[config.mk]
export PLATFORM = sky130hd
export DESIGN_NAME = block_sparse_pattern_unroll_top
export DESIGN_NICKNAME = d
export VERILOG_FILES = /design/src/hdl/bspu_pkg.sv /design/src/hdl/block_sparse_pattern_unroll_top.sv
export SDC_FILE = /design/constraint.sdc
export NUM_CORES = 2
export LEC_CHECK = 0
export ABC_AREA = 1
export BUFFER_PORTS_ARGS = -buffer_cell sky130_fd_sc_hd__buf_2
export CORE_ASPECT_RATIO = 1.4
export CORE_UTILIZATION = 45
export CTS_BUF_LIST = sky130_fd_sc_hd__clkbuf_16
export CTS_CLUSTER_DIAMETER = 120
export DETAILED_ROUTE_END_ITERATION = 6
export GPL_TIMING_DRIVEN = 0
export PLACE_DENSITY = 0.72
export REMOVE_ABC_BUFFERS = 1
export SYNTH_ARGS = -nofsm -noshare
export SYNTH_HDL_FRONTEND = slang
export SYNTH_SLANG_ARGS = --single-unit
[constraint.sdc]
create_clock -name i_clk -period 8.7 [get_ports i_clk]
set_input_delay 0.435 -clock i_clk [delete_from_list [all_inputs] [get_ports i_clk]]
set_output_delay 0.435 -clock i_clk [all_outputs]
set_load 0.01 [all_outputs]
[src/hdl/bspu_pkg.sv]
`default_nettype none

package bspu_pkg;

    // largest block edge that the expander supports
    localparam int MAX_BLOCK = 8;

    // field widths
    localparam int CMD_W  = 2;
    localparam int IN_W   = 24;
    localparam int OUT_W  = 31;
    localparam int SIZE_W = 4;
    localparam int CFG_IDX_W  = 2;
    localparam int CFG_DATA_W = 4;

    // request commands
    localparam logic [CMD_W-1:0] CMD_ROW   = 2'd0;
    localparam logic [CMD_W-1:0] CMD_ENTRY = 2'd1;
    localparam logic [CMD_W-1:0] CMD_FINAL = 2'd2;

    // write kinds
    localparam logic KIND_ROW_PTR = 1'b0;
    localparam logic KIND_COL_IDX = 1'b1;

    // register indexes
    localparam logic [CFG_IDX_W-1:0] REG_ROW_BLOCK_SIZE = 2'd0;
    localparam logic [CFG_IDX_W-1:0] REG_COL_BLOCK_SIZE = 2'd1;
    localparam logic [CFG_IDX_W-1:0] REG_POINTER_BASE   = 2'd2;
    localparam logic [CFG_IDX_W-1:0] REG_COLUMN_BASE    = 2'd3;

    typedef struct packed {
        logic [CMD_W-1:0] cmd;
        logic [IN_W-1:0]  block_row;
        logic [IN_W-1:0]  row_start;
        logic [IN_W-1:0]  row_end;
        logic [IN_W-1:0]  entry_pos;
        logic [IN_W-1:0]  block_col;
        logic [IN_W-1:0]  total_len;
    } t_bspu_req;

    typedef struct packed {
        logic             kind;
        logic [OUT_W-1:0] address;
        logic [OUT_W-1:0] value;
        logic             last;
    } t_bspu_rsp;

endpackage

`default_nettype wire

[src/hdl/block_sparse_pattern_unroll_top.sv]
// first write command of a request passes stage 1, stage 2, expander and output register
// throughput: one write command per cycle from a single expander counter pair unless
//   the output is stalled; a row request yields R commands, an entry R*C, a final one
// requests are taken every cycle while each expands to one command and the output moves
// reset: synchronous, active low; pipeline emptied, block sizes 1, bases 0
`default_nettype none

module block_sparse_pattern_unroll_top #(
    parameter int MAX_BLOCK = bspu_pkg::MAX_BLOCK
) (
    input  wire logic                               i_clk,
    input  wire logic                               i_rst_n,
    // configuration
    input  wire logic                               i_cfg_we,
    input  wire logic [bspu_pkg::CFG_IDX_W-1:0]     i_cfg_idx,
    input  wire logic [bspu_pkg::CFG_DATA_W-1:0]    i_cfg_data,
    // request channel
    input  wire logic                               i_req_valid,
    output logic                                    o_req_ready,
    input  wire bspu_pkg::t_bspu_req                i_req,
    // write command channel
    output logic                                    o_rsp_valid,
    input  wire logic                               i_rsp_ready,
    output bspu_pkg::t_bspu_rsp                     o_rsp
);

    localparam int SW = $clog2(MAX_BLOCK + 1);
    localparam int BW = 2 * SW;
    localparam int OW = bspu_pkg::OUT_W;
    localparam int IW = bspu_pkg::IN_W;
    localparam int CW = bspu_pkg::CMD_W;

    // block size with zero read as one and large values limited
    function automatic logic [SW-1:0] clamp_size(input logic [bspu_pkg::SIZE_W-1:0] s);
        logic [SW-1:0] res;
        if (s == '0) begin
            res = SW'(1);
        end else if (32'(s) > 32'(MAX_BLOCK)) begin
            res = SW'(MAX_BLOCK);
        end else begin
            res = SW'(s);
        end
        return res;
    endfunction

    // configuration registers
    logic [bspu_pkg::SIZE_W-1:0] r_row_bs;
    logic [bspu_pkg::SIZE_W-1:0] r_col_bs;
    logic                        r_ptr_base;
    logic                        r_col_base;

    always_ff @(posedge i_clk) begin
        if (!i_rst_n) begin
            r_row_bs   <= bspu_pkg::SIZE_W'(1);
            r_col_bs   <= bspu_pkg::SIZE_W'(1);
            r_ptr_base <= 1'b0;
            r_col_base <= 1'b0;
        end else if (i_cfg_we) begin
            case (i_cfg_idx)
                bspu_pkg::REG_ROW_BLOCK_SIZE: r_row_bs   <= i_cfg_data;
                bspu_pkg::REG_COL_BLOCK_SIZE: r_col_bs   <= i_cfg_data;
                bspu_pkg::REG_POINTER_BASE:   r_ptr_base <= i_cfg_data[0];
                bspu_pkg::REG_COLUMN_BASE:    r_col_base <= i_cfg_data[0];
                default: ;
            endcase
        end
    end

    // pipeline registers
    logic          r_s1_valid;
    logic [CW-1:0] r_s1_cmd;
    logic [IW-1:0] r_s1_brow;
    logic [IW-1:0] r_s1_tlen;
    logic [OW-1:0] r_s1_d_base;
    logic [OW-1:0] r_s1_d_span;
    logic [OW-1:0] r_s1_d_off;
    logic [OW-1:0] r_s1_d_col;
    logic [SW-1:0] r_s1_r;
    logic [SW-1:0] r_s1_c;
    logic [BW-1:0] r_s1_b;

    logic          r_s2_valid;
    logic [CW-1:0] r_s2_cmd;
    logic [OW-1:0] r_s2_arow;
    logic [OW-1:0] r_s2_base;
    logic [OW-1:0] r_s2_span;
    logic [OW-1:0] r_s2_off;
    logic [OW-1:0] r_s2_col0;
    logic [OW-1:0] r_s2_tval;
    logic [SW-1:0] r_s2_r;
    logic [SW-1:0] r_s2_c;

    logic          r_e_valid;
    logic [CW-1:0] r_e_cmd;
    logic [OW-1:0] r_e_arow;
    logic [OW-1:0] r_e_rowp;
    logic [OW-1:0] r_e_span;
    logic [OW-1:0] r_e_col0;
    logic [OW-1:0] r_e_tval;
    logic [SW-1:0] r_e_r;
    logic [SW-1:0] r_e_c;
    logic [SW-1:0] r_e_k;
    logic [SW-1:0] r_e_j;

    logic                r_out_valid;
    bspu_pkg::t_bspu_rsp r_out;

    // handshake chain
    logic out_free;
    logic e_fire;
    logic e_last;
    logic e_ready;
    logic s2_ready;
    logic s1_ready;
    logic req_take;
    logic req_known;

    logic k_end;
    logic j_end;

    assign out_free  = !r_out_valid || i_rsp_ready;
    assign k_end     = (r_e_k == (r_e_r - SW'(1)));
    assign j_end     = (r_e_j == (r_e_c - SW'(1)));
    assign e_fire    = r_e_valid && out_free;
    assign e_ready   = !r_e_valid || (e_fire && e_last);
    assign s2_ready  = !r_s2_valid || e_ready;
    assign s1_ready  = !r_s1_valid || s2_ready;
    assign req_take  = i_req_valid && s1_ready;
    assign req_known = (i_req.cmd == bspu_pkg::CMD_ROW) ||
                       (i_req.cmd == bspu_pkg::CMD_ENTRY) ||
                       (i_req.cmd == bspu_pkg::CMD_FINAL);

    assign o_req_ready = s1_ready;

    // last command of the current request
    always_comb begin
        case (r_e_cmd)
            bspu_pkg::CMD_ROW:   e_last = k_end;
            bspu_pkg::CMD_ENTRY: e_last = k_end && j_end;
            default:             e_last = 1'b1;
        endcase
    end

    // stage 1: clamp sizes and take base differences
    logic [SW-1:0] n_s1_r;
    logic [SW-1:0] n_s1_c;

    assign n_s1_r = clamp_size(r_row_bs);
    assign n_s1_c = clamp_size(r_col_bs);

    always_ff @(posedge i_clk) begin
        if (!i_rst_n) begin
            r_s1_valid <= 1'b0;
        end else if (s1_ready) begin
            r_s1_valid <= req_take && req_known;
        end
    end

    always_ff @(posedge i_clk) begin
        if (req_take) begin
            r_s1_cmd    <= i_req.cmd;
            r_s1_brow   <= i_req.block_row;
            r_s1_tlen   <= i_req.total_len;
            r_s1_d_base <= OW'(i_req.row_start) - OW'(r_ptr_base);
            r_s1_d_span <= OW'(i_req.row_end) - OW'(i_req.row_start);
            r_s1_d_off  <= OW'(i_req.entry_pos) - OW'(i_req.row_start);
            r_s1_d_col  <= OW'(i_req.block_col) - OW'(r_col_base);
            r_s1_r      <= n_s1_r;
            r_s1_c      <= n_s1_c;
            r_s1_b      <= BW'(n_s1_r) * BW'(n_s1_c);
        end
    end

    // stage 2: scale by block sizes
    always_ff @(posedge i_clk) begin
        if (!i_rst_n) begin
            r_s2_valid <= 1'b0;
        end else if (s2_ready) begin
            r_s2_valid <= r_s1_valid;
        end
    end

    always_ff @(posedge i_clk) begin
        if (r_s1_valid && s2_ready) begin
            r_s2_cmd  <= r_s1_cmd;
            r_s2_arow <= OW'(OW'(r_s1_brow) * OW'(r_s1_r));
            r_s2_base <= OW'(r_s1_d_base * OW'(r_s1_b));
            r_s2_span <= OW'(r_s1_d_span * OW'(r_s1_c));
            r_s2_off  <= OW'(r_s1_d_off * OW'(r_s1_c));
            r_s2_col0 <= OW'(r_s1_d_col * OW'(r_s1_c));
            r_s2_tval <= OW'(OW'(r_s1_tlen) * OW'(r_s1_b));
            r_s2_r    <= r_s1_r;
            r_s2_c    <= r_s1_c;
        end
    end

    // expander: walks row offsets and column offsets, one command a cycle unless the output stalls
    always_ff @(posedge i_clk) begin
        if (!i_rst_n) begin
            r_e_valid <= 1'b0;
        end else if (e_ready) begin
            r_e_valid <= r_s2_valid;
        end
    end

    always_ff @(posedge i_clk) begin
        if (e_ready && r_s2_valid) begin
            r_e_cmd  <= r_s2_cmd;
            r_e_arow <= r_s2_arow;
            r_e_rowp <= (r_s2_cmd == bspu_pkg::CMD_ENTRY) ? r_s2_base + r_s2_off
                                                           : r_s2_base;
            r_e_span <= r_s2_span;
            r_e_col0 <= r_s2_col0;
            r_e_tval <= r_s2_tval;
            r_e_r    <= r_s2_r;
            r_e_c    <= r_s2_c;
            r_e_k    <= '0;
            r_e_j    <= '0;
        end else if (e_fire && !e_last) begin
            if (r_e_cmd == bspu_pkg::CMD_ROW || j_end) begin
                r_e_k    <= r_e_k + SW'(1);
                r_e_j    <= '0;
                r_e_rowp <= r_e_rowp + r_e_span;
            end else begin
                r_e_j <= r_e_j + SW'(1);
            end
        end
    end

    // next write command
    bspu_pkg::t_bspu_rsp n_out;

    always_comb begin
        n_out.last = e_last;
        case (r_e_cmd)
            bspu_pkg::CMD_ROW: begin
                n_out.kind    = bspu_pkg::KIND_ROW_PTR;
                n_out.address = r_e_arow + OW'(r_e_k);
                n_out.value   = r_e_rowp;
            end
            bspu_pkg::CMD_ENTRY: begin
                n_out.kind    = bspu_pkg::KIND_COL_IDX;
                n_out.address = r_e_rowp + OW'(r_e_j);
                n_out.value   = r_e_col0 + OW'(r_e_j);
            end
            default: begin
                n_out.kind    = bspu_pkg::KIND_ROW_PTR;
                n_out.address = r_e_arow;
                n_out.value   = r_e_tval;
            end
        endcase
    end

    // output register
    always_ff @(posedge i_clk) begin
        if (!i_rst_n) begin
            r_out_valid <= 1'b0;
        end else if (out_free) begin
            r_out_valid <= r_e_valid;
        end
    end

    always_ff @(posedge i_clk) begin
        if (e_fire) begin
            r_out <= n_out;
        end
    end

    assign o_rsp_valid = r_out_valid;
    assign o_rsp       = r_out;

endmodule

`default_nettype wire
==> impl_metrics.json <==
{
  "outcome": "finished clean",
  "cp_max_fo": 21,
  "antenna_found_initial": 5,
  "cap_violations": 0,
  "fill_cells": 11700,
  "die_h_um": 420,
  "reg2reg_slack_ns": 3.30,
  "synth_cells": 6705,
  "yosysSeqAreaShare": 0.321,
  "numCtsBuffers": 61,
  "worstPathArrival_ns": 5.83,
  "drv_slew": 0,
  "avgSynthCellArea_um2": 8.37,
  "dieArea_um2": 126000,
  "ff2ff_path_depth": 21,
  "ir_drop_v": 0.000239,
  "skew_ns": 0.0607,
  "synth_edf_count": 585,
  "drive_gt1_frac": 0.0629,
  "stdcell_count": 8589,
  "place_congestion": 0.949,
  "placed_cell_area_um2": 59500,
  "synth_area_um2": 56100,
  "vias": 44900,
  "grt_pass1_wl_um": 240000,
  "root_buffer": "clkbuf_16",
  "post-cts-setup-buffers": 0,
  "postLayoutCellArea_um2": 62100,
  "htreeDepth": 2,
  "path_clk_slew_ns": 0.07,
  "p_leak_nw": 31.0,
  "hp-class": "input pin to flip-flop",
  "post-route-util": 0.500,
  "routed_wl_um": 152000,
  "yosysUniqueCellTypes": 69,
  "nets": 7912,
  "ant_nets": 0,
  "worstMarginPinSlew_ns": 1.13,
  "cp-endpoint": "r_s2_base[26]",
  "critPathKind": "flip-flop to flip-flop",
  "num_io_pins": 223,
  "multi_input_area_um2": 32500,
  "ys_warn_count": 0,
  "min_period_ns": 5.40,
  "cts_tree": "built",
  "max_slew_margin": 0.250,
  "wl_per_cell_um": 17.7,
  "timing.rr.start": "r_s1_b[3]",
  "clock_latency_ns": 0.70,
  "rsz0062_at_grt": "false",
  "end_kind": "flip-flop",
  "reg2reg_to": "r_s2_base[26]",
  "startpoint": "r_s1_b[3]",
  "cpMaxStageDelayCell": "edfxtp_1",
  "setup.worst_path.start_class": "flip-flop",
  "start_util": 0.453,
  "synthFlopType": "edfxtp_1",
  "core_area_um2": 124000,
  "via_per_inst": 5.23,
  "finalCritPeriodShare": 0.621,
  "finalHoldViolCount": 0,
  "first_iter_violations": 2767,
  "register_area_um2": 18000,
  "setup_viol": 0,
  "slowest_delay_ns": 0.72,
  "synth-seq-cells": 607,
  "firstDrtPassIters": 6,
  "power.density_nw_per_um2": 228,
  "tns_ns": 0,
  "port-buffer-count": 222,
  "fmax_ghz": 0.185,
  "placedCellCount": 8423,
  "fp.dieW_um": 301,
  "required_ns": 9.12,
  "fp-row-count": 153,
  "critPathTopFamily": "adder cells",
  "area_growth_pct": 10.5,
  "drc_errors": 0,
  "crit_chain": "buf_16 > buf_16 > nand2_1 > inv_1 > fa_1 > fa_1 > fa_1 > inv_1 > fa_1 > inv_1 > ha_1 > nand2_1 > inv_1 > nand3_1 > nor3_1 > nand4_1 > nand3_1 > a21o_1 > nand2_1 > nand3_1 > nand2_1",
  "dp_hpwl_um": 125000,
  "hold_buffers": 49,
  "cts.sinks": 607,
  "critical_path_depth": 21,
  "grt-ovfl-total": 0,
  "ctsResizeCount": 0,
  "path_buf_inv": 6,
  "grt_max_degree": 161,
  "grt_pass1_vias": 46200,
  "track_usage": 0.243,
  "cts_buffer_depth": 3,
  "async_flop_share": 0
}
## layout make-up
type | instances | share of cell area
diodes | 1 | 0.0000403
clock inverters | 53 | 0.00718
repair buffers | 308 | 0.0420
multi-input cells | 4613 | 0.523
inverters | 1319 | 0.0801
well taps | 1627 | 0.0328
flip-flops and latches | 607 | 0.290
clock buffers | 61 | 0.0246
## worst reg2reg max path: cells and delay by family (launching register included)
kind                     cells  cell delay [ns]
adder cells (fa/ha/maj)      5             2.31
AND/OR/NAND/NOR              9             1.29
flip-flops                   1             0.72
buffers and inverters        6             0.70
AO/OA/AOI/OAI                1             0.16
## synthesized netlist by cell type, types with 26 or more instances
library cell | count | area share
xnor2_1 | 92 | 0.014
a21o_1 | 41 | 0.0055
edfxtp_1 | 585 | 0.31
o21bai_1 | 26 | 0.0035
a21oi_1 | 357 | 0.032
ha_1 | 354 | 0.079
nor4_1 | 27 | 0.0030
o21ai_1 | 29 | 0.0026
nand4_1 | 68 | 0.0076
nand3_1 | 262 | 0.023
o21ai_0 | 227 | 0.020
fa_1 | 491 | 0.18
nand2_1 | 1753 | 0.12
nor2_1 | 390 | 0.026
xor2_1 | 185 | 0.029
inv_1 | 1314 | 0.088
clkbuf_2 | 44 | 0.0039
nor3_1 | 84 | 0.0075
o211ai_1 | 27 | 0.0036
clkbuf_1 | 95 | 0.0064
## power by group
group	total [mW]	leakage, nW	internal [mW]	switching [mW]
Sequential	4.26	5.67	3.94	0.318
Clock	2.61	0.960	1.37	1.24
Combinational	7.27	24.4	2.66	4.61
## flip-flops by register name (all words and copies together) (netlist names), 25 cells and up
signal	flops
o_rsp	64
r_e_col0	31
r_e_rowp	31
r_e_span	31
r_e_tval	31
r_s2_base	31
r_s2_col0	31
r_s2_off	31
r_s2_span	31
r_s2_tval	31
r_e_arow	28
r_s2_arow	28
r_s1_d_base	25
r_s1_d_col	25
r_s1_d_off	25
r_s1_d_span	25
## through the flow
step	hold slack (ns)	power, mW	setup slack (ns)
finish	0.0548	14.1	3.30
global route	0.0281	15.3	2.99
CTS	0.00702	14.2	3.38
floorplan	0.400	9.45	2.55
global placement	0.401	11.4	-0.252
detailed placement	0.405	11.5	3.40
## layout by cell type (no fill, tap or decap), drive strengths merged, types with 185 or more instances in the layout
cell type  instances
o21ai            257
nor2             400
ha               354
inv             1334
a21oi            363
nand2           1763
nand3            265
xor2             185
buf              259
fa               491
edfxtp           585
## layer usage
metal  vias up  share of wire  GRT usage
met3       379          0.046     0.0264
met4         8          0.057      0.127
li1      21800              -          -
met1     21500           0.38      0.274
met2      1250           0.51      0.449
met5         -        0.00031          0
## cells by family after synthesis
family | Yosys count | synth area share
AOI/OAI and AO/OA | 825 | 0.0839
xor gates and xnor gates | 277 | 0.0432
adders and majority gates | 845 | 0.254
buffers and inverters | 1485 | 0.101
DFF | 607 | 0.321
muxes | 1 | 0.000178
and+or+nand+nor | 2665 | 0.197
## worst min-delay path by stage
stage	cells past startpoint	to	slack [ns]	from
finish	3	r_col_bs[0]	0.05	i_cfg_data[0]
global route	2	r_s1_d_col[29]	0.03	i_req[47]
CTS	2	r_s1_d_col[29]	0.007	i_req[47]
detailed placement	0	r_e_arow[10]	0.40	r_s2_arow[10]
global placement	0	r_e_r[3]	0.40	r_s2_r[3]
floorplan	0	r_e_arow[0]	0.40	r_s2_arow[0]
Power figures use the tool's default switching activity.
